$ cat src/rtl/kdlp_pkg.sv
// Package with the shared types, constants and next-state function of the key debouncer.
package kdlp_pkg;

	// Field widths fixed by the interface.
	localparam int KEY_W       = 3;
	localparam int KIND_W      = 2;
	localparam int TIME_W      = 16;
	localparam int TICK_W      = 10;
	localparam int CFG_IDX_W   = 2;
	localparam int CFG_DATA_W  = 16;

	// Default number of keys.
	localparam int NUM_KEYS_DEF = 7;

	// Depth of the event queue, in items.
	localparam int EVQ_DEPTH = 4;

	// Register reset values.
	localparam logic [TIME_W-1:0] DEBOUNCE_TIME_RST   = 16'd50;
	localparam logic [TIME_W-1:0] LONG_PRESS_TIME_RST = 16'd1000;
	localparam logic [TICK_W-1:0] TICK_MS_RST         = 10'd10;

	// Saturation limit of the held time.
	localparam logic [TIME_W-1:0] HELD_MAX = 16'hFFFF;

	// Configuration register indexes.
	localparam logic [CFG_IDX_W-1:0] CFG_DEBOUNCE_TIME   = 2'd0;
	localparam logic [CFG_IDX_W-1:0] CFG_LONG_PRESS_TIME = 2'd1;
	localparam logic [CFG_IDX_W-1:0] CFG_TICK_MS         = 2'd2;

	// Event kinds.
	localparam logic [KIND_W-1:0] KIND_PRESS      = 2'd0;
	localparam logic [KIND_W-1:0] KIND_LONG_PRESS = 2'd1;
	localparam logic [KIND_W-1:0] KIND_LONG_CLICK = 2'd2;
	localparam logic [KIND_W-1:0] KIND_CLICK      = 2'd3;

	// Per-key state word kept in the state memory.
	typedef struct packed {
		logic              pressed;
		logic              debouncing;
		logic              long_reported;
		logic [TIME_W-1:0] debounce_remaining;
		logic [TIME_W-1:0] held_time;
	} key_state_t;

	// Configuration as seen by the update logic.
	typedef struct packed {
		logic [TIME_W-1:0] debounce_time;
		logic [TIME_W-1:0] long_press_time;
		logic [TICK_W-1:0] tick_ms;
	} cfg_t;

	// One queued item: its key and the events it caused.
	// With two_events set, a long click precedes the final event.
	typedef struct packed {
		logic [KEY_W-1:0]  key;
		logic              two_events;
		logic [KIND_W-1:0] kind;
	} evq_entry_t;

	// Result of one state update.
	typedef struct packed {
		key_state_t        state;
		logic              has_event;
		logic              two_events;
		logic [KIND_W-1:0] kind;
	} upd_t;

	// Next state and events of one key for one sampled level.
	function automatic upd_t key_update(key_state_t s, logic level, cfg_t c);
		upd_t              r;
		logic [TIME_W:0]   sum;
		logic [TIME_W-1:0] held;
		r.state      = s;
		r.has_event  = 1'b0;
		r.two_events = 1'b0;
		r.kind       = KIND_PRESS;
		sum          = {1'b0, s.held_time} + {{(TIME_W + 1 - TICK_W){1'b0}}, c.tick_ms};
		held         = sum[TIME_W] ? HELD_MAX : sum[TIME_W-1:0];
		if (level) begin
			if (!s.pressed) begin
				r.state.pressed            = 1'b1;
				r.state.debouncing         = 1'b1;
				r.state.debounce_remaining = c.debounce_time;
			end else if (s.debouncing) begin
				if (s.debounce_remaining > {{(TIME_W - TICK_W){1'b0}}, c.tick_ms}) begin
					r.state.debounce_remaining = s.debounce_remaining
						- {{(TIME_W - TICK_W){1'b0}}, c.tick_ms};
				end else begin
					r.state.debouncing = 1'b0;
					r.has_event        = 1'b1;
					r.kind             = KIND_PRESS;
				end
			end else if ((c.long_press_time != '0) && !s.long_reported) begin
				r.state.held_time = held;
				if (held >= c.long_press_time) begin
					r.state.long_reported = 1'b1;
					r.has_event           = 1'b1;
					r.kind                = KIND_LONG_PRESS;
				end
			end
		end else if (s.pressed) begin
			r.state.pressed = 1'b0;
			if (s.debouncing) begin
				r.state.debouncing = 1'b0;
			end else begin
				r.state.debounce_remaining = '0;
				r.state.held_time          = '0;
				r.state.long_reported      = 1'b0;
				r.two_events               = s.long_reported;
				r.has_event                = 1'b1;
				r.kind                     = KIND_CLICK;
			end
		end
		return r;
	endfunction

endpackage

$ cat src/rtl/kdlp_in_if.sv
// Channel interface for key samples.
interface kdlp_in_if;
	logic                         valid;
	logic                         ready;
	logic [kdlp_pkg::KEY_W-1:0]   key_index;
	logic                         level;

	modport source (output valid, output key_index, output level, input ready);
	modport sink (input valid, input key_index, input level, output ready);
endinterface

$ cat src/rtl/kdlp_out_if.sv
// Channel interface for key events.
interface kdlp_out_if;
	logic                         valid;
	logic                         ready;
	logic [kdlp_pkg::KEY_W-1:0]   event_key;
	logic [kdlp_pkg::KIND_W-1:0]  event_kind;
	logic                         last;

	modport source (output valid, output event_key, output event_kind, output last, input ready);
	modport sink (input valid, input event_key, input event_kind, input last, output ready);
endinterface

$ cat src/rtl/kdlp_state_mem.sv
// Per-key state memory with registered read and valid bits that read as zero state.
module kdlp_state_mem #(
	parameter int NUM_KEYS = kdlp_pkg::NUM_KEYS_DEF,
	localparam int AW = (NUM_KEYS > 1) ? $clog2(NUM_KEYS) : 1
) (
	input  logic                 clk,
	input  logic                 arst_n,
	input  logic                 rd_en,
	input  logic [AW-1:0]        rd_addr,
	output kdlp_pkg::key_state_t rd_data,
	input  logic                 wr_en,
	input  logic [AW-1:0]        wr_addr,
	input  kdlp_pkg::key_state_t wr_data
);

	kdlp_pkg::key_state_t mem [NUM_KEYS];
	logic [NUM_KEYS-1:0]  valid_q;
	kdlp_pkg::key_state_t rd_q;

	// Write port.
	always_ff @(posedge clk) begin
		if (wr_en) begin
			mem[wr_addr] <= wr_data;
		end
	end

	// Valid bits: an entry never written holds the reset state.
	always_ff @(posedge clk or negedge arst_n) begin
		if (!arst_n) begin
			valid_q <= '0;
		end else if (wr_en) begin
			valid_q[wr_addr] <= 1'b1;
		end
	end

	// Registered read port.
	always_ff @(posedge clk) begin
		if (rd_en) begin
			rd_q <= valid_q[rd_addr] ? mem[rd_addr] : '0;
		end
	end

	assign rd_data = rd_q;

endmodule

$ cat src/rtl/kdlp_event_q.sv
// Event queue that holds one entry per item and emits one or two event beats per entry.
module kdlp_event_q (
	input  logic                 clk,
	input  logic                 arst_n,
	input  logic                 push,
	input  kdlp_pkg::evq_entry_t push_data,
	input  logic                 reserve,
	output logic                 can_take,
	kdlp_out_if.source           event_out
);

	localparam int PW = $clog2(kdlp_pkg::EVQ_DEPTH);
	localparam int CW = $clog2(kdlp_pkg::EVQ_DEPTH + 1);

	kdlp_pkg::evq_entry_t entries_q [kdlp_pkg::EVQ_DEPTH];
	logic [PW-1:0]        wr_ptr_q;
	logic [PW-1:0]        rd_ptr_q;
	logic [CW-1:0]        count_q;
	logic                 phase_q;
	kdlp_pkg::evq_entry_t head;
	logic                 beat;
	logic                 pop;

	assign head = entries_q[rd_ptr_q];
	assign beat = event_out.valid && event_out.ready;
	assign pop  = beat && (!head.two_events || phase_q);

	// Room for a new item, counting the one still in the update stage.
	assign can_take = (count_q + CW'(reserve)) < CW'(kdlp_pkg::EVQ_DEPTH);

	// Entry storage.
	always_ff @(posedge clk) begin
		if (push) begin
			entries_q[wr_ptr_q] <= push_data;
		end
	end

	// Pointers, fill count and the beat phase within a two-event entry.
	always_ff @(posedge clk or negedge arst_n) begin
		if (!arst_n) begin
			wr_ptr_q <= '0;
			rd_ptr_q <= '0;
			count_q  <= '0;
			phase_q  <= 1'b0;
		end else begin
			if (push) begin
				wr_ptr_q <= PW'((32'(wr_ptr_q) + 1) % kdlp_pkg::EVQ_DEPTH);
			end
			if (pop) begin
				rd_ptr_q <= PW'((32'(rd_ptr_q) + 1) % kdlp_pkg::EVQ_DEPTH);
				phase_q  <= 1'b0;
			end else if (beat) begin
				phase_q <= 1'b1;
			end
			if (push && !pop) begin
				count_q <= count_q + CW'(1);
			end else if (pop && !push) begin
				count_q <= count_q - CW'(1);
			end
		end
	end

	// Output beat: the long click comes first where there are two events.
	assign event_out.valid      = (count_q != '0);
	assign event_out.event_key  = head.key;
	assign event_out.event_kind = (head.two_events && !phase_q) ? kdlp_pkg::KIND_LONG_CLICK
		: head.kind;
	assign event_out.last       = !head.two_events || phase_q;

endmodule

$ cat src/rtl/key_debounce_long_press_top.sv
// Top level of the key debouncer with long-press detection.
// Takes one key sample per clock cycle and sustains that rate while the event
// queue has room: a sample reads its key's state from the state memory in the
// cycle it is accepted, and the next cycle updates the state and writes it
// back. Back-to-back samples of the same key take the updated state through a
// bypass register. A release that ends a reported long press gives two event
// beats (long click, then click). A key index at or above NUM_KEYS is dropped
// without effect. Registers are to be written only while the block is idle:
// the user must keep to this, as the block itself does not enforce it. They
// reset to a debounce time of 50 ms, a long-press time of 1000 ms and a tick
// of 10 ms. The state memory needs no clearing pass after reset.
module key_debounce_long_press_top #(
	parameter int NUM_KEYS = kdlp_pkg::NUM_KEYS_DEF
) (
	input  logic                              clk,
	input  logic                              arst_n,
	kdlp_in_if.sink                           key_in,
	kdlp_out_if.source                        event_out,
	input  logic                              cfg_we,
	input  logic [kdlp_pkg::CFG_IDX_W-1:0]    cfg_index,
	input  logic [kdlp_pkg::CFG_DATA_W-1:0]   cfg_data
);

	localparam int AW = (NUM_KEYS > 1) ? $clog2(NUM_KEYS) : 1;

	kdlp_pkg::cfg_t               cfg_q;
	logic                         accept;
	logic                         can_take;
	logic [AW-1:0]                in_addr;
	logic                         v_s1;
	logic                         in_range_s1;
	logic [kdlp_pkg::KEY_W-1:0]   key_s1;
	logic                         level_s1;
	logic                         use_byp_s1;
	kdlp_pkg::key_state_t         byp_q;
	kdlp_pkg::key_state_t         rd_data;
	kdlp_pkg::key_state_t         cur_state;
	kdlp_pkg::upd_t               upd;
	logic                         wr_en;
	kdlp_pkg::evq_entry_t         push_data;

	// Configuration registers.
	always_ff @(posedge clk or negedge arst_n) begin
		if (!arst_n) begin
			cfg_q.debounce_time   <= kdlp_pkg::DEBOUNCE_TIME_RST;
			cfg_q.long_press_time <= kdlp_pkg::LONG_PRESS_TIME_RST;
			cfg_q.tick_ms         <= kdlp_pkg::TICK_MS_RST;
		end else if (cfg_we) begin
			unique case (cfg_index)
				kdlp_pkg::CFG_DEBOUNCE_TIME: begin
					cfg_q.debounce_time <= cfg_data;
				end
				kdlp_pkg::CFG_LONG_PRESS_TIME: begin
					cfg_q.long_press_time <= cfg_data;
				end
				kdlp_pkg::CFG_TICK_MS: begin
					cfg_q.tick_ms <= cfg_data[kdlp_pkg::TICK_W-1:0];
				end
				default: begin
				end
			endcase
		end
	end

	assign key_in.ready = can_take;
	assign accept       = key_in.valid && key_in.ready;
	assign in_addr      = AW'(key_in.key_index);

	// Update stage control.
	always_ff @(posedge clk or negedge arst_n) begin
		if (!arst_n) begin
			v_s1 <= 1'b0;
		end else begin
			v_s1 <= accept;
		end
	end

	// Update stage payload; the bypass catches a write to the key just read.
	always_ff @(posedge clk) begin
		if (accept) begin
			key_s1      <= key_in.key_index;
			level_s1    <= key_in.level;
			in_range_s1 <= (32'(key_in.key_index) < NUM_KEYS);
			use_byp_s1  <= wr_en && (key_s1 == key_in.key_index);
			byp_q       <= upd.state;
		end
	end

	kdlp_state_mem #(
		.NUM_KEYS (NUM_KEYS)
	) u_state_mem (
		.clk     (clk),
		.arst_n  (arst_n),
		.rd_en   (accept),
		.rd_addr (in_addr),
		.rd_data (rd_data),
		.wr_en   (wr_en),
		.wr_addr (AW'(key_s1)),
		.wr_data (upd.state)
	);

	// Read-modify-write of the key state.
	assign cur_state = use_byp_s1 ? byp_q : rd_data;
	assign upd       = kdlp_pkg::key_update(cur_state, level_s1, cfg_q);
	assign wr_en     = v_s1 && in_range_s1;

	assign push_data.key        = key_s1;
	assign push_data.two_events = upd.two_events;
	assign push_data.kind       = upd.kind;

	kdlp_event_q u_event_q (
		.clk       (clk),
		.arst_n    (arst_n),
		.push      (wr_en && upd.has_event),
		.push_data (push_data),
		.reserve   (v_s1),
		.can_take  (can_take),
		.event_out (event_out)
	);

endmodule
$ cat src/flat_wrapper.sv
// flat-port wrapper written by rule: the top's interface ports become plain ports
module key_debounce_long_press_top_flat 
#(
	parameter int NUM_KEYS = kdlp_pkg::NUM_KEYS_DEF
)
  (clk, arst_n, cfg_we, cfg_index, cfg_data, key_in_valid, key_in_key_index, key_in_level, key_in_ready, event_out_valid, event_out_event_key, event_out_event_kind, event_out_last, event_out_ready);
  kdlp_in_if key_in_i ();
  kdlp_out_if event_out_i ();
  input  logic clk;
  input  logic arst_n;
  input  logic cfg_we;
  input  logic [kdlp_pkg::CFG_IDX_W-1:0] cfg_index;
  input  logic [kdlp_pkg::CFG_DATA_W-1:0] cfg_data;
  input wire logic [$bits(key_in_i.valid)-1:0] key_in_valid;
  input wire logic [$bits(key_in_i.key_index)-1:0] key_in_key_index;
  input wire logic [$bits(key_in_i.level)-1:0] key_in_level;
  output wire logic [$bits(key_in_i.ready)-1:0] key_in_ready;
  output wire logic [$bits(event_out_i.valid)-1:0] event_out_valid;
  output wire logic [$bits(event_out_i.event_key)-1:0] event_out_event_key;
  output wire logic [$bits(event_out_i.event_kind)-1:0] event_out_event_kind;
  output wire logic [$bits(event_out_i.last)-1:0] event_out_last;
  input wire logic [$bits(event_out_i.ready)-1:0] event_out_ready;
  assign key_in_i.valid = key_in_valid;
  assign key_in_i.key_index = key_in_key_index;
  assign key_in_i.level = key_in_level;
  assign key_in_ready = key_in_i.ready;
  assign event_out_valid = event_out_i.valid;
  assign event_out_event_key = event_out_i.event_key;
  assign event_out_event_kind = event_out_i.event_kind;
  assign event_out_last = event_out_i.last;
  assign event_out_i.ready = event_out_ready;
  key_debounce_long_press_top #(.NUM_KEYS(NUM_KEYS)) u_core (.clk(clk), .arst_n(arst_n), .key_in(key_in_i), .event_out(event_out_i), .cfg_we(cfg_we), .cfg_index(cfg_index), .cfg_data(cfg_data));
endmodule
$ cat config.mk
export PLATFORM = sky130hd
export DESIGN_NAME = key_debounce_long_press_top_flat
export DESIGN_NICKNAME = d
export VERILOG_FILES = /design/src/rtl/kdlp_pkg.sv /design/src/rtl/kdlp_in_if.sv /design/src/rtl/kdlp_out_if.sv /design/src/rtl/kdlp_state_mem.sv /design/src/rtl/kdlp_event_q.sv /design/src/rtl/key_debounce_long_press_top.sv /design/src/flat_wrapper.sv
export SDC_FILE = /design/constraint.sdc
export NUM_CORES = 1
export LEC_CHECK = 0
export ABC_AREA = 1
export BUFFER_PORTS_ARGS = -buffer_cell sky130_fd_sc_hd__buf_2
export CAP_MARGIN = 10
export CELL_PAD_IN_SITES_DETAIL_PLACEMENT = 0
export CELL_PAD_IN_SITES_GLOBAL_PLACEMENT = 1
export CORE_ASPECT_RATIO = 0.7
export CORE_UTILIZATION = 32
export CTS_CLUSTER_SIZE = 14
export DETAILED_ROUTE_END_ITERATION = 16
export GPL_TIMING_DRIVEN = 1
export PLACE_DENSITY_LB_ADDON = 0.1
export SETUP_SLACK_MARGIN = 0.15
export SLEW_MARGIN = 5
export SYNTH_ARGS = -nofsm -noshare
export SYNTH_HDL_FRONTEND = slang
export SYNTH_HIERARCHICAL = 1
export SYNTH_SLANG_ARGS = --single-unit
$ cat constraint.sdc
create_clock -name clk -period 5.3 [get_ports clk]
set_input_delay 1.06 -clock clk [delete_from_list [all_inputs] [get_ports clk]]
set_output_delay 1.06 -clock clk [all_outputs]
set_load 0.005 [all_outputs]
Word-level counts from Yosys, hierarchy flattened
Memory sizes are Yosys's and may differ from the RTL's. A register that Yosys moved wholly into a read port is not among the register bits.
Cells that the tools add are included.
- register bits after elaboration: 99
- word-level logic and storage cells: 104
- output and inout port bits: 8
- input port bits: 27
- memory bits (writable): 269
- memories: 2
- reductions and logical operators: 26
- muxes and demuxes: 40
- $lt $le $gt $ge: 7
- $add $sub $neg: 7
- bitwise operators: 1
- equal/unequal tests: 3
- memories (name ; words ; width ; read ports ; clocked after Yosys merged registers in ; wr ports ; RTL line ; text):
    u_core.u_state_mem.mem ; 7 ; 35 ; 1 ; 1 ; 1 ; kdlp_state_mem.sv:16 ; kdlp_pkg::key_state_t mem [NUM_KEYS];
    u_core.u_event_q.entries_q ; 4 ; 6 ; 1 ; 0 ; 1 ; kdlp_event_q.sv:15 ; kdlp_pkg::evq_entry_t entries_q [kdlp_pkg::EVQ_DEPTH];
- operators with widths (operator ; count):
    $mux 16 ; 5
    $mux 38 ; 1
    $mux 37 ; 1
    $mux 36 ; 1
    $mux 35 ; 1
    $mux 17 ; 2
    $mux 1 ; 20
    $add 16x10->17 ; 1
    $ge 16x16->1 ; 1
    $gt 16x10->1 ; 1
    $reduce_bool 16->1 ; 1
    $sub 16x10->16 ; 1
    $logic_and 1x1->1 ; 11
    $mux 2 ; 5
    $lt 3x4->1 const B ; 2
    $or 7x7->7 ; 1
    $logic_not 1->1 ; 6
    $lt 3x3->1 const B ; 2
    $mux 3 ; 2
    $reduce_and 2->1 ; 3
    $add 2x1->2 const B ; 2
    $reduce_bool 2->1 ; 2
    $add 3x1->3 ; 1
    $add 3x1->3 const B ; 1
    10 further kinds ; 10

Logic depth before layout (Yosys ltp)
Gate-level depths: netlist of the first run.
- word-level depth: 14
- mapped depth: 34
- depth with buffers taken out: 31

Cells and area by module
Netlist of the first run, hierarchy kept.
- by module, submodules not included (module ; area an instance (um^2) ; seq. area each (um^2) ; cells each ; instances):
    kdlp_state_mem ; 11852.6 ; 8583.2 ; 1079 ; 1
    key_debounce_long_press_top ; 6383.6 ; 2321.0 ; 920 ; 1
    kdlp_event_q ; 1402.6 ; 920.9 ; 122 ; 1

Worst setup path before layout of the first run
Ideal clock, no wire load.
- path type: flip-flop to flip-flop
- start: reg u_core.use_byp_s1
- end: reg u_core.u_event_q.count_q[2]
- setup slack: 0.664 ns
- period minus slack after synthesis: 4.636 ns
- path buffers: 3
- data required time: 5.169 ns
- data arrival time: 4.505 ns
- cell stages (with the launch flop): 30
- library setup time: 0.131 ns
- path through: edfxtp_1 -> inv_2 -> buf_6 -> clkbuf_1 -> or2_2 -> o21ai_0 -> inv_1 -> ha_1 -> a21oi_1 -> o21ai_0 -> nand2_1 -> nand3_1 -> nand3_4 -> buf_6 -> nand3_1 -> ha_1 -> nand2_1 -> nor3_1 -> nand3_1 -> nand3_1 -> nand2_1 -> nand2_1 -> nand2_1 -> a21oi_1 -> ha_1 -> inv_1 -> fa_1 -> a21oi_1 -> o21ai_0 -> xor2_1
- cells in the longest elaborated chain, start to end: 13
- elaborated cells on any way between the ends: 21
- classes of those cells: 1 x add/sub; 2 x order compare; 11 x mux; 7 x reduce/logical
- RTL lines (what ; RTL line ; text):
    start, declared ; key_debounce_long_press_top.sv:34 ; logic use_byp_s1;
    start signal, assigned ; key_debounce_long_press_top.sv:84 ; use_byp_s1 <= wr_en && (key_s1 == key_in.key_index);
    $mux 35 (*) ; key_debounce_long_press_top.sv:103 ; assign cur_state = use_byp_s1 ? byp_q : rd_data;
    $add 16x10->17 ; kdlp_pkg.sv:78 ; sum = {1'b0, s.held_time} + {{(TIME_W + 1 - TICK_W){1'b0}}, c.tick_ms};
    $mux 16 ; kdlp_pkg.sv:79 ; held = sum[TIME_W] ? HELD_MAX : sum[TIME_W-1:0];
    $ge 16x16->1 ; kdlp_pkg.sv:96 ; if (held >= c.long_press_time) begin
    $mux 1 ; kdlp_pkg.sv:96 ;
    $mux 17 ; kdlp_pkg.sv:94 ; end else if ((c.long_press_time != '0) && !s.long_reported) begin
    $mux 1 ; kdlp_pkg.sv:85 ; end else if (s.debouncing) begin
    $mux 17 ; kdlp_pkg.sv:81 ; if (!s.pressed) begin
    $mux 36 (*) ; kdlp_pkg.sv:80 ; if (level) begin
    $logic_and 1x1->1 (*) ; key_debounce_long_press_top.sv:114 ; .push (wr_en && upd.has_event),
    $logic_not 1->1 ; kdlp_event_q.sv:57 ; end else if (pop && !push) begin
    $logic_and 1x1->1 ; kdlp_event_q.sv:57 ;
    $reduce_bool 2->1 (no line) ; n/a ;
    end signal, assigned ; kdlp_event_q.sv:56 ; count_q <= count_q + CW'(1);
    end signal, assigned ; kdlp_event_q.sv:58 ; count_q <= count_q - CW'(1);
    end, declared ; kdlp_event_q.sv:18 ; logic [CW-1:0] count_q;
Every way passes the cells marked *; elsewhere a longest branch is shown, timed or not.
A chain may end at the register's enable or synchronous reset.

Final worst setup path of the first run
Ends and elaborated chain as after synthesis.

==> metrics.txt, run 1 <==
commonest non-fill, non-tap cell in the layout nand2_1; Worst setup SP type flip-flop; number of H-tree levels 2; Adder-Cell Fraction of Synth Area 2.92%; final WL 56.1 mm; Crit Path Category reg2reg; via count 13900; dominant combinational cell family by area after synthesis simple AND/OR/NAND/NOR gates; Routed WL per cell 18.7 um; XOR/XNOR share of the synthesized area 0.714%; sw power 3.87 mW; peak supply drop 0.000226 V; cts bufs inserted 43; die height 209 um; leakage power 9.68 nW; Comb power frac 31.4%; Yosys warnings 6; first-pass detailed-route iteration total 5; Reg power frac 42.3%; Mapped Area 19600 um2; commonest non-fill, non-tap cells in the layout 603 x nand2_1, 345 x edfxtp_1, 329 x inv_1; fmax 209 MHz; gr usage total 18.3%; DRT iter0 DRCs 914; largest net degree at the start of global routing 73; Critical Path AT 5240 ps; Synth Area per Inst 9.26 um2; starting density of the core 32.6%; non-filler cells, final 2999; fin crit share 90.1%; global-route wire length before repair 85.7 mm; vias in the first global route 13700; Int Power 6.77 mW; Longest Clk Path Bufs 3; Num Clock Sinks 403; FP Rows 75; Seq/Total Area, Yosys 60.2%; number of fill cells 6096; Core Region 60200 um2; max_cap viols 0; layout cell share with drive strength beyond 1 9.31%; Final Setup Violations 0; Slowest Stage Delay on Critical Path 390 ps; DP HPWL 36.2 mm; power share of the clock group 26.3%; Seq cells post-synth 403; crit-path most repeated cell nand2_1; n_diodes 0; Port Buffers 34; Final min period 4780 ps; CTS tree built; Placed Cells 2917; Syn Inst Count 2121; RSZ-0062 raised after global routing no; Synth Area in Compound Gates 6.21%; Final Hold Viols 0; actual slew at the worst max-slew pin 1110 ps; # DRC 0; endpoint class of the critical path flip-flop; DR vias/cell 4.63; Max-Slew Margin vs Limit 25.7%; Post-Synth Simple-Gate Area 21.1%; Distinct cells, synth 44; mux cell area share after synthesis 0.108%; crit-path max FO 10; Die W 298 um; CTS clock-pin slew for the worst setup and hold paths 60 ps; Layout area overhead 12.6%; die area 62400 um2; Ports 35; required time of the critical path 5760 ps; Final Core Density 36.7%; status finished clean; Slew Limit Fails 0; Net Sw Frac 36.4%; Nets 2231; grt ovf 0; initial antenna violation count 2; worst clock skew 21.3 ps; pwr dens 481 nW/um2; clk root buf clkbuf_16; Syn Nets 2192; Final GP Congestion 0.844; Skew-Pair Late Insertion Delay 590 ps; min-delay worst type in2async; Routed Antenna Nets 0; Worst path slowest cell ha_1
## Yosys cell counts (all sizes together)
library cell	n	area, um2
dfstp	11	289
o21bai	2	15.0
o21ai	135	687
o22ai	4	25.0
nor3	6	41.3
a21boi	1	7.51
fa	3	60.1
xor2	11	96.3
mux2	1	11.3
edfxtp	345	10400
o211ai	2	15.0
nand2	614	2340
or2	18	113
o21a	1	7.51
inv	340	1280
nand3	170	863
a21o	3	22.5
nand3b	2	15.0
ha	41	513
nor4	1	6.26
mux2i	1	10.0
buf	55	349
clkinv	1	3.75
dfrtp	47	1180
clkbuf	24	90.1
nand4	12	75.1
xnor2	5	43.8
a21oi	88	440
nor2	177	684
## layer usage
metal / up-vias / GRT usage (%) / part of all wire (%)
li1: 6932 / - / -
met1: 6694 / 27.2 / 51
met2: 196 / 28.5 / 44
met3: 50 / 2.39 / 3.6
met4: 0 / 3.59 / 1.3
met5: - / 0 / 0
## critical path: cells and delay by family, from the launching register on
family | cells | cell delay, ps
compound gates | 6 | 920
xor+xnor | 1 | 150
buf+inv | 4 | 400
flops | 1 | 380
fa+ha+maj | 4 | 1070
simple gates | 14 | 1730
## cell type report
cell class	instances	area (um2)	area share [%]
clock inverters	18	136	0.617
multi-input cells	1299	6240	28.2
repair buffers	72	478	2.16
flip-flops and latches	403	11800	53.5
clock buffers	58	1130	5.12
inverters	341	1280	5.81
well taps	808	1010	4.57
## final timing paths
check                                                                from                                         to  slack [ps]  depth (start not counted)
min in group clk                u_core/u_state_mem/valid_q[0]$_DFFE_PN0P_  u_core/u_state_mem/valid_q[0]$_DFFE_PN0P_         460                          2
worst max-delay path                          u_core/use_byp_s1$_DFFE_PP_    u_core/u_event_q/count_q[2]$_DFFE_PN0P_         520                         29
worst max register to register                u_core/use_byp_s1$_DFFE_PP_    u_core/u_event_q/count_q[2]$_DFFE_PN0P_         520                         29
worst min register to register  u_core/u_state_mem/valid_q[0]$_DFFE_PN0P_  u_core/u_state_mem/valid_q[0]$_DFFE_PN0P_         460                          2
worst min-delay path                                               arst_n               u_core/cfg_q[40]$_DFFE_PN0P_         290                          1
max in group asynchronous                                          arst_n  u_core/u_state_mem/valid_q[2]$_DFFE_PN0P_        4000                          2
## sequential cells by signal (all words and copies together), names as in the netlist, 2 cells and up
register and flops:
u_core/byp_q 35, u_core/u_event_q/wr_ptr_q 2, u_core/u_event_q/rd_ptr_q 2, u_core/key_s1 3
u_core/u_event_q/count_q 3, u_core/u_state_mem/mem 245, u_core/u_event_q/entries_q 24, u_core/u_state_mem/valid_q 7
u_core/cfg_q 42, u_core/u_state_mem/rd_data 35
## stage by stage
step                hold WS [ps]  TNS (ps)  area (um2)  setup slack (ps)  power [mW]
global placement             448     -24.5       20700             -24.5        7.85
finish                       294         0       22100               523        10.6
global route                 269         0       22100               132        11.3
CTS                          258         0       22000               183        10.7
floorplan                    427         0       19600               664        6.64
detailed placement           445         0       20700              12.1        7.86
## kinds of logic (layout without fill, tap and decap cells)
logic type / count (synthesis) / after routing
simple gates: 1000 / 1001
buf+inv: 420 / 489
flops: 403 / 403
compound gates: 236 / 236
fa+ha+maj: 44 / 44
xor+xnor: 16 / 16
mux: 2 / 2
## repair_timing
action	4_1_cts	5_1_grt
pin swaps	1	4
cloned	1	0
endpoints found under the setup margin	2	14
hold buffers	0	0
resized for setup	2	22
buffers inserted	0	5
## power by group through the flow
| stage | Sequential (mW) | Combinational, mW | Clock (mW) |
|---|---|---|---|
| finish | 4.49 | 3.34 | 2.80 |
| global route | 4.54 | 3.78 | 3.03 |
| floorplan | 4.45 | 2.19 | 0 |
| CTS | 4.50 | 3.32 | 2.91 |
| global placement | 4.56 | 3.29 | 0 |
| detailed placement | 4.56 | 3.30 | 0 |
(Power assumes the default switching activity.)
==> run 2, diff against run 1 <==
--- a/config.mk
+++ b/config.mk
@@ -11,7 +11,7 @@
 export CELL_PAD_IN_SITES_DETAIL_PLACEMENT = 0
 export CELL_PAD_IN_SITES_GLOBAL_PLACEMENT = 1
 export CORE_ASPECT_RATIO = 0.7
-export CORE_UTILIZATION = 32
+export CORE_UTILIZATION = 35
 export CTS_CLUSTER_SIZE = 14
 export DETAILED_ROUTE_END_ITERATION = 16
 export GPL_TIMING_DRIVEN = 1
==> run 2 against run 1 <==
Against the previous run: combinational power down 2%; sequential share of layout area fell by 0.079 points; via count shrank 0.74%; critical path depth fell by 3; first-iteration DRC count is 2.2% lower; worst hold slack worse by 24 ps; largest cell class unchanged.
==> metrics.txt, run 2 (synthesized netlist as in run 1, its figures left out) <==
Final Core Density 40.0% (+3.3 points); cts bufs inserted 43 (unchanged); n_diodes 0 (unchanged); Worst setup SP type flip-flop; vias in the first global route 13500 (-1.1%); Routed WL per cell 18.5 um (-0.92%); Largest regs u_core/u_state_mem/mem: 245 flops, u_core/cfg_q: 42 flops; # DRC 0 (unchanged); final WL 54.4 mm (-3.1%); Post-Place Worst Slack 118 ps (+106 ps); Skew-Pair Late Insertion Delay 590 ps (about the same); Max-Slew Margin vs Limit 28.7% (+3.0 points); pwr dens 490 nW/um2 (+1.8%); starting density of the core 35.5% (+2.9 points); Critical Path AT 5220 ps (-20 ps); gr usage total 19.3% (+1.0 points); Longest Clk Path Bufs 3 (unchanged); setup_tns 0 ps (unchanged); Crit Path Category reg2reg; DR vias/cell 4.70 (+1.5%); via count 13800 (-0.74%); global-route wire length before repair 83.3 mm (-2.8%); Worst R2R Path Depth 26 (-10%); number of fill cells 5504 (-9.7%); largest net degree at the start of global routing 63 (-14%); non-filler cells, final 2932 (-2.2%); Ports 35 (unchanged); fmax 210 MHz (+0.45%); Slew Limit Fails 0 (unchanged); required time of the critical path 5770 ps (about the same); worst reg2reg startpoint u_core/use_byp_s1$_DFFE_PP_; commonest non-fill, non-tap cells in the layout 603 x nand2_1, 345 x edfxtp_1, 329 x inv_1; grt ovf 0 (unchanged); peak supply drop 0.000237 V (+4.9%); CTS clock-pin slew for the worst setup and hold paths 60 ps (about the same); Routed Antenna Nets 0 (unchanged); Layout area overhead 12.7%; Largest register FFs 245 (unchanged); crit-path max FO 13 (+3); fin crit share 89.7% (-0.40 points); Final GP Congestion 0.865 (+2.4%); Die W 285 um (-4.4%); RSZ-0062 raised after global routing no; die area 57100 um2 (-8.5%); Final Hold Viols 0 (unchanged); first-pass detailed-route iteration total 5 (unchanged); DRT iter0 DRCs 894 (-2.2%); layout cell share with drive strength beyond 1 9.72% (+0.41 points); DP HPWL 35.4 mm (-2.1%); Core Region 55300 um2 (-8.2%); Final min period 4760 ps (-21.4 ps); Most flops, register u_core/u_state_mem/mem; FP Rows 72 (-4.0%); worst clock skew 25.2 ps (+3.88 ps); min-delay worst type in2async; endpoint class of the critical path flip-flop; actual slew at the worst max-slew pin 1070 ps (-48.0 ps); Port Buffers 34 (unchanged); status finished clean; leakage power 9.76 nW (+0.81%); Final Setup Violations 0 (unchanged); R2R Path End u_core/u_event_q/count_q[2]$_DFFE_PN0P_; CTS tree built; clk root buf clkbuf_16; die height 200 um (-4.3%); Placed Cells 2850 (-2.3%); Nets 2228 (-0.13%); flop2flop setup slack 540 ps (+20 ps); Num Clock Sinks 403 (unchanged); post-route setup slack 544 ps (+21.4 ps); commonest non-fill, non-tap cell in the layout nand2_1; initial antenna violation count 0 (-2); max_cap viols 0 (unchanged); number of H-tree levels 2 (unchanged)
-- run 2: layout make-up --
class,instances,area [um2],share of cell area [%]
Clock buffer,49,1150,5.19
Clock inverter,31,287,1.29
Inverter,341,1280,5.80
Multi-Input combinational cell,1299,6220,28.1
Sequential cell,403,11800,53.4
Tap cell,740,926,4.18
Timing Repair Buffer,69,449,2.03
-- run 2: stage by stage --
step           total power [mW]  instance area, um2  hold WS [ps]
2_1_floorplan              6.64               19600           427
3_3_place_gp               7.80               20600           441
3_5_place_dp               7.81               20600           450
4_1_cts                    10.9               22100           228
5_1_grt                    11.5               22100           243
6_report                   10.8               22100           270
-- run 2: per-layer routing --
metal | vias to the layer above | track usage [%] | wire length (um)
met5 | - | 0 | 0
met4 | 0 | 4.20 | 890
met3 | 53 | 2.52 | 1790
met2 | 194 | 30.2 | 24500
met1 | 6591 | 28.4 | 27200
li1 | 6932 | - | -
-- run 2: worst max-delay path by stage --
stage	depth (start not counted)	slack [ps]	end	startpoint
after floorplan	29	660	u_core/u_event_q/count_q[2]$_DFFE_PN0P_	u_core/use_byp_s1$_DFFE_PP_
after global placement	26	60	u_core/u_event_q/count_q[2]$_DFFE_PN0P_	u_core/use_byp_s1$_DFFE_PP_
after detailed placement	27	120	u_core/u_event_q/count_q[2]$_DFFE_PN0P_	u_core/use_byp_s1$_DFFE_PP_
after CTS	27	230	u_core/u_event_q/count_q[2]$_DFFE_PN0P_	u_core/use_byp_s1$_DFFE_PP_
after global routing	28	140	u_core/u_event_q/count_q[2]$_DFFE_PN0P_	u_core/use_byp_s1$_DFFE_PP_
final	26	540	u_core/u_event_q/count_q[2]$_DFFE_PN0P_	u_core/use_byp_s1$_DFFE_PP_
-- run 2: where the power goes --
part	total, mW	internal (mW)	leakage, nW	switching, mW
Combinational	3.28	0.949	5.19	2.33
Sequential	4.48	4.27	3.85	0.205
Clock	3.09	1.77	0.720	1.32
Total	10.8	6.99	9.76	3.86
-- run 2: timing repair --
item	CTS	global route
endpoints found under the hold margin	0	0
gates cloned	0	1
setup endpoints to repair	1	14
buffers inserted	0	0
hold buffers	0	0
resized for setup	1	23
pin swaps	0	2
-- run 2: worst max-delay path, stage by stage (launching register included) --
cell and delay (ps):
edfxtp_1 400, buf_4 200, o21ai_0 280, inv_1 150
ha_1 290, nand3_1 70, nand3_1 140, a21oi_1 330
nand3b_1 200, nand2_1 70, nand2_1 70, nand3_1 90
ha_1 300, nand2_1 90, nor3_2 210, nand3_1 120
nand3_2 140, nand2_1 70, nand2_1 70, nand2_2 100
a21oi_4 220, ha_1 170, inv_1 60, fa_1 370
a21oi_1 140, o21ai_0 120, xor2_1 160
==> run 3, diff against run 2 <==
--- a/config.mk
+++ b/config.mk
@@ -11,11 +11,11 @@
 export CELL_PAD_IN_SITES_DETAIL_PLACEMENT = 0
 export CELL_PAD_IN_SITES_GLOBAL_PLACEMENT = 1
 export CORE_ASPECT_RATIO = 0.7
-export CORE_UTILIZATION = 35
+export CORE_UTILIZATION = 49
 export CTS_CLUSTER_SIZE = 14
 export DETAILED_ROUTE_END_ITERATION = 16
 export GPL_TIMING_DRIVEN = 1
-export PLACE_DENSITY_LB_ADDON = 0.1
+export PLACE_DENSITY = 0.82
 export SETUP_SLACK_MARGIN = 0.15
 export SLEW_MARGIN = 5
 export SYNTH_ARGS = -nofsm -noshare
==> run 3 against run 2 <==
Against the previous run: core utilization increased by 15 points; cell count decreased by 7.7%; worst setup slack got worse by 64 ps; count of clock-buffer cells in the layout increased by 10; global-route usage increased by 4.4 points; largest power group unchanged; first-iteration DRC count increased by 22%; combinational power decreased by 3%; via count increased by 1.5%; register-to-register slack got worse by 60 ps; sequential power about the same.
==> metrics.txt, run 3 (synthesized netlist as in run 1, its figures left out) <==
status finished clean; CTS tree built; Crit Path Category reg2reg; Largest regs u_core/u_state_mem/mem: 245 flops, u_core/cfg_q: 42 flops; peak supply drop 0.000284 V (+20%); starting density of the core 50.4% (+15 points); global-route wire length before repair 73.7 mm (-12%); Worst path slowest cell fa_2; crit-path max FO 18 (+5); Final Setup Violations 0 (unchanged); Layout area overhead 10.1%; leakage power 9.61 nW (-1.5%); Post-Place Worst Slack 193 ps (+75.4 ps); Routed WL per cell 17.4 um (-6.0%); required time of the critical path 5720 ps (-50 ps); Final GP Congestion 0.903 (+4.5%); # DRC 0 (unchanged); critical path depth in cells 27 (+3.8%); CTS clock-pin slew for the worst setup and hold paths 60 ps (about the same); first-pass detailed-route iteration total 7 (+2); DRT iter0 DRCs 1087 (+22%); Final Hold Viols 0 (unchanged); Skew-Pair Late Insertion Delay 550 ps (-40 ps); Placed Cells 2629 (-7.8%); post-route setup slack 480 ps (-64.5 ps); fin crit share 90.9% (+1.2 points); Slew Limit Fails 0 (unchanged); gr usage total 23.7% (+4.4 points); Max-Slew Margin vs Limit 28.0% (-0.68 points); Worst setup SP type flip-flop; family with the most delay on the worst path simple AND/OR/NAND/NOR gates; Worst R2R Path Depth 27 (+3.8%); Nets 2220 (-0.36%); final WL 47.2 mm (-13%); via count 14000 (+1.5%); pwr dens 480 nW/um2 (-2.1%); cts bufs inserted 40 (-7.0%); Worst Path Buf+Inv 4 (+1); Die W 241 um (-15%); DP HPWL 29.9 mm (-16%); DR vias/cell 5.17 (+10%); largest net degree at the start of global routing 71 (+13%); n_diodes 0 (unchanged); RSZ-0062 raised after global routing no; setup_tns 0 ps (unchanged); layout cell share with drive strength beyond 1 8.91% (-0.81 points); vias in the first global route 13300 (-1.8%); Final min period 4820 ps (+64.5 ps); Critical Path AT 5240 ps (+20 ps); max_cap viols 0 (unchanged); commonest non-fill, non-tap cells in the layout 604 x nand2_1, 345 x edfxtp_1, 329 x inv_1; initial antenna violation count 0 (unchanged); flop2flop setup slack 480 ps (-60 ps); Slowest Stage Delay on Critical Path 450 ps (+50 ps); number of H-tree levels 2 (unchanged); Routed Antenna Nets 0 (unchanged); Num Clock Sinks 403 (unchanged); grt ovf 0 (unchanged); Most flops, register u_core/u_state_mem/mem; Longest Clk Path Bufs 3 (unchanged); min-delay worst type reg2reg; die height 169 um (-15%); Port Buffers 34 (unchanged); commonest non-fill, non-tap cell in the layout nand2_1; Hold Path Depth 2; # hold bufs at CTS 0 (unchanged); Ports 35 (unchanged); number of fill cells 3406 (-38%); fmax 207 MHz (-1.3%); worst clock skew 18.4 ps (-6.76 ps); FP Rows 60 (-17%); crit-path most repeated cell nand2_1; non-filler cells, final 2705 (-7.7%); area of the multi-input gates 6210 um2 (-0.20%); actual slew at the worst max-slew pin 1080 ps (+12.0 ps); clk root buf clkbuf_16; register cell area after layout 11800 um2 (unchanged); die area 40900 um2 (-28%); endpoint class of the critical path flip-flop; Largest register FFs 245 (unchanged); Core Region 39000 um2 (-30%)
run 3: cell count changes in the layout (fill, tap and decap cells not counted), moves of 4 or more:
| cell | before | now |
|---|---|---|
| o21ai_0 | 89 | 93 |
| a21oi_2 | 1 | 5 |
| clkbuf_1 | 2 | 15 |
| o21ai_1 | 45 | 40 |
| clkinv_1 | 11 | 3 |
| clkinv_2 | 14 | 6 |
| clkbuf_16 | 44 | 40 |
run 3: per-stage QoR:
step | hold WS [ps] | power, mW | util (%) | cell area, um2
final | 458 | 10.4 | 55.5 | 21600
after global routing | 481 | 11.0 | 55.5 | 21600
after CTS | 458 | 10.3 | 55.2 | 21500
after detailed placement | 445 | 7.63 | 52.0 | 20300
after global placement | 442 | 7.58 | 52.0 | 20300
after floorplan | 427 | 6.64 | - | 19600
run 3: worst paths after layout:
| kind | start | to |
|---|---|---|
| max | u_core/use_byp_s1$_DFFE_PP_ | u_core/u_event_q/count_q[1]$_DFFE_PN0P_ |
| min | u_core/u_state_mem/valid_q[3]$_DFFE_PN0P_ | u_core/u_state_mem/valid_q[3]$_DFFE_PN0P_ |
| max reg2reg | u_core/use_byp_s1$_DFFE_PP_ | u_core/u_event_q/count_q[1]$_DFFE_PN0P_ |
| min reg2reg | u_core/u_state_mem/valid_q[3]$_DFFE_PN0P_ | u_core/u_state_mem/valid_q[3]$_DFFE_PN0P_ |
| max in group asynchronous | arst_n | u_core/cfg_q[16]$_DFFE_PN1P_ |
| min in group asynchronous | arst_n | u_core/u_state_mem/valid_q[5]$_DFFE_PN0P_ |
run 3: tightest hold or removal path, cell delays in order (launching register included):
cell and delay, ps:
dfrtp_1 320, inv_1 50, o21ai_0 60
run 3: area by class of cell:
type                    instances  share of cell area, %
flip-flops and latches        403                   54.7
inverters                     341                   5.96
repair buffers                 64                   1.84
clock buffers                  59                   5.15
well taps                     527                   3.05
multi-input cells            1299                   28.7
clock inverters                12                  0.579
run 3: layer usage:
metal  up-vias  share of wire, %  global-route usage, %
met5         -                 0                      0
met4         0               1.9                   6.27
li1       6902                 -                      -
met1      6631                46                   33.4
met2       374                45                   37.5
met3        65               6.5                   4.72
run 3: timing repair:
action,CTS,global route
endpoints found under the setup margin,0,26
buffers inserted,0,4
gates resized for setup,0,19
run 3: where the power goes:
part | internal (mW) | switching [mW]
combinational | 0.939 | 2.23
sequential | 4.27 | 0.210
clock | 1.52 | 1.19
total | 6.73 | 3.63
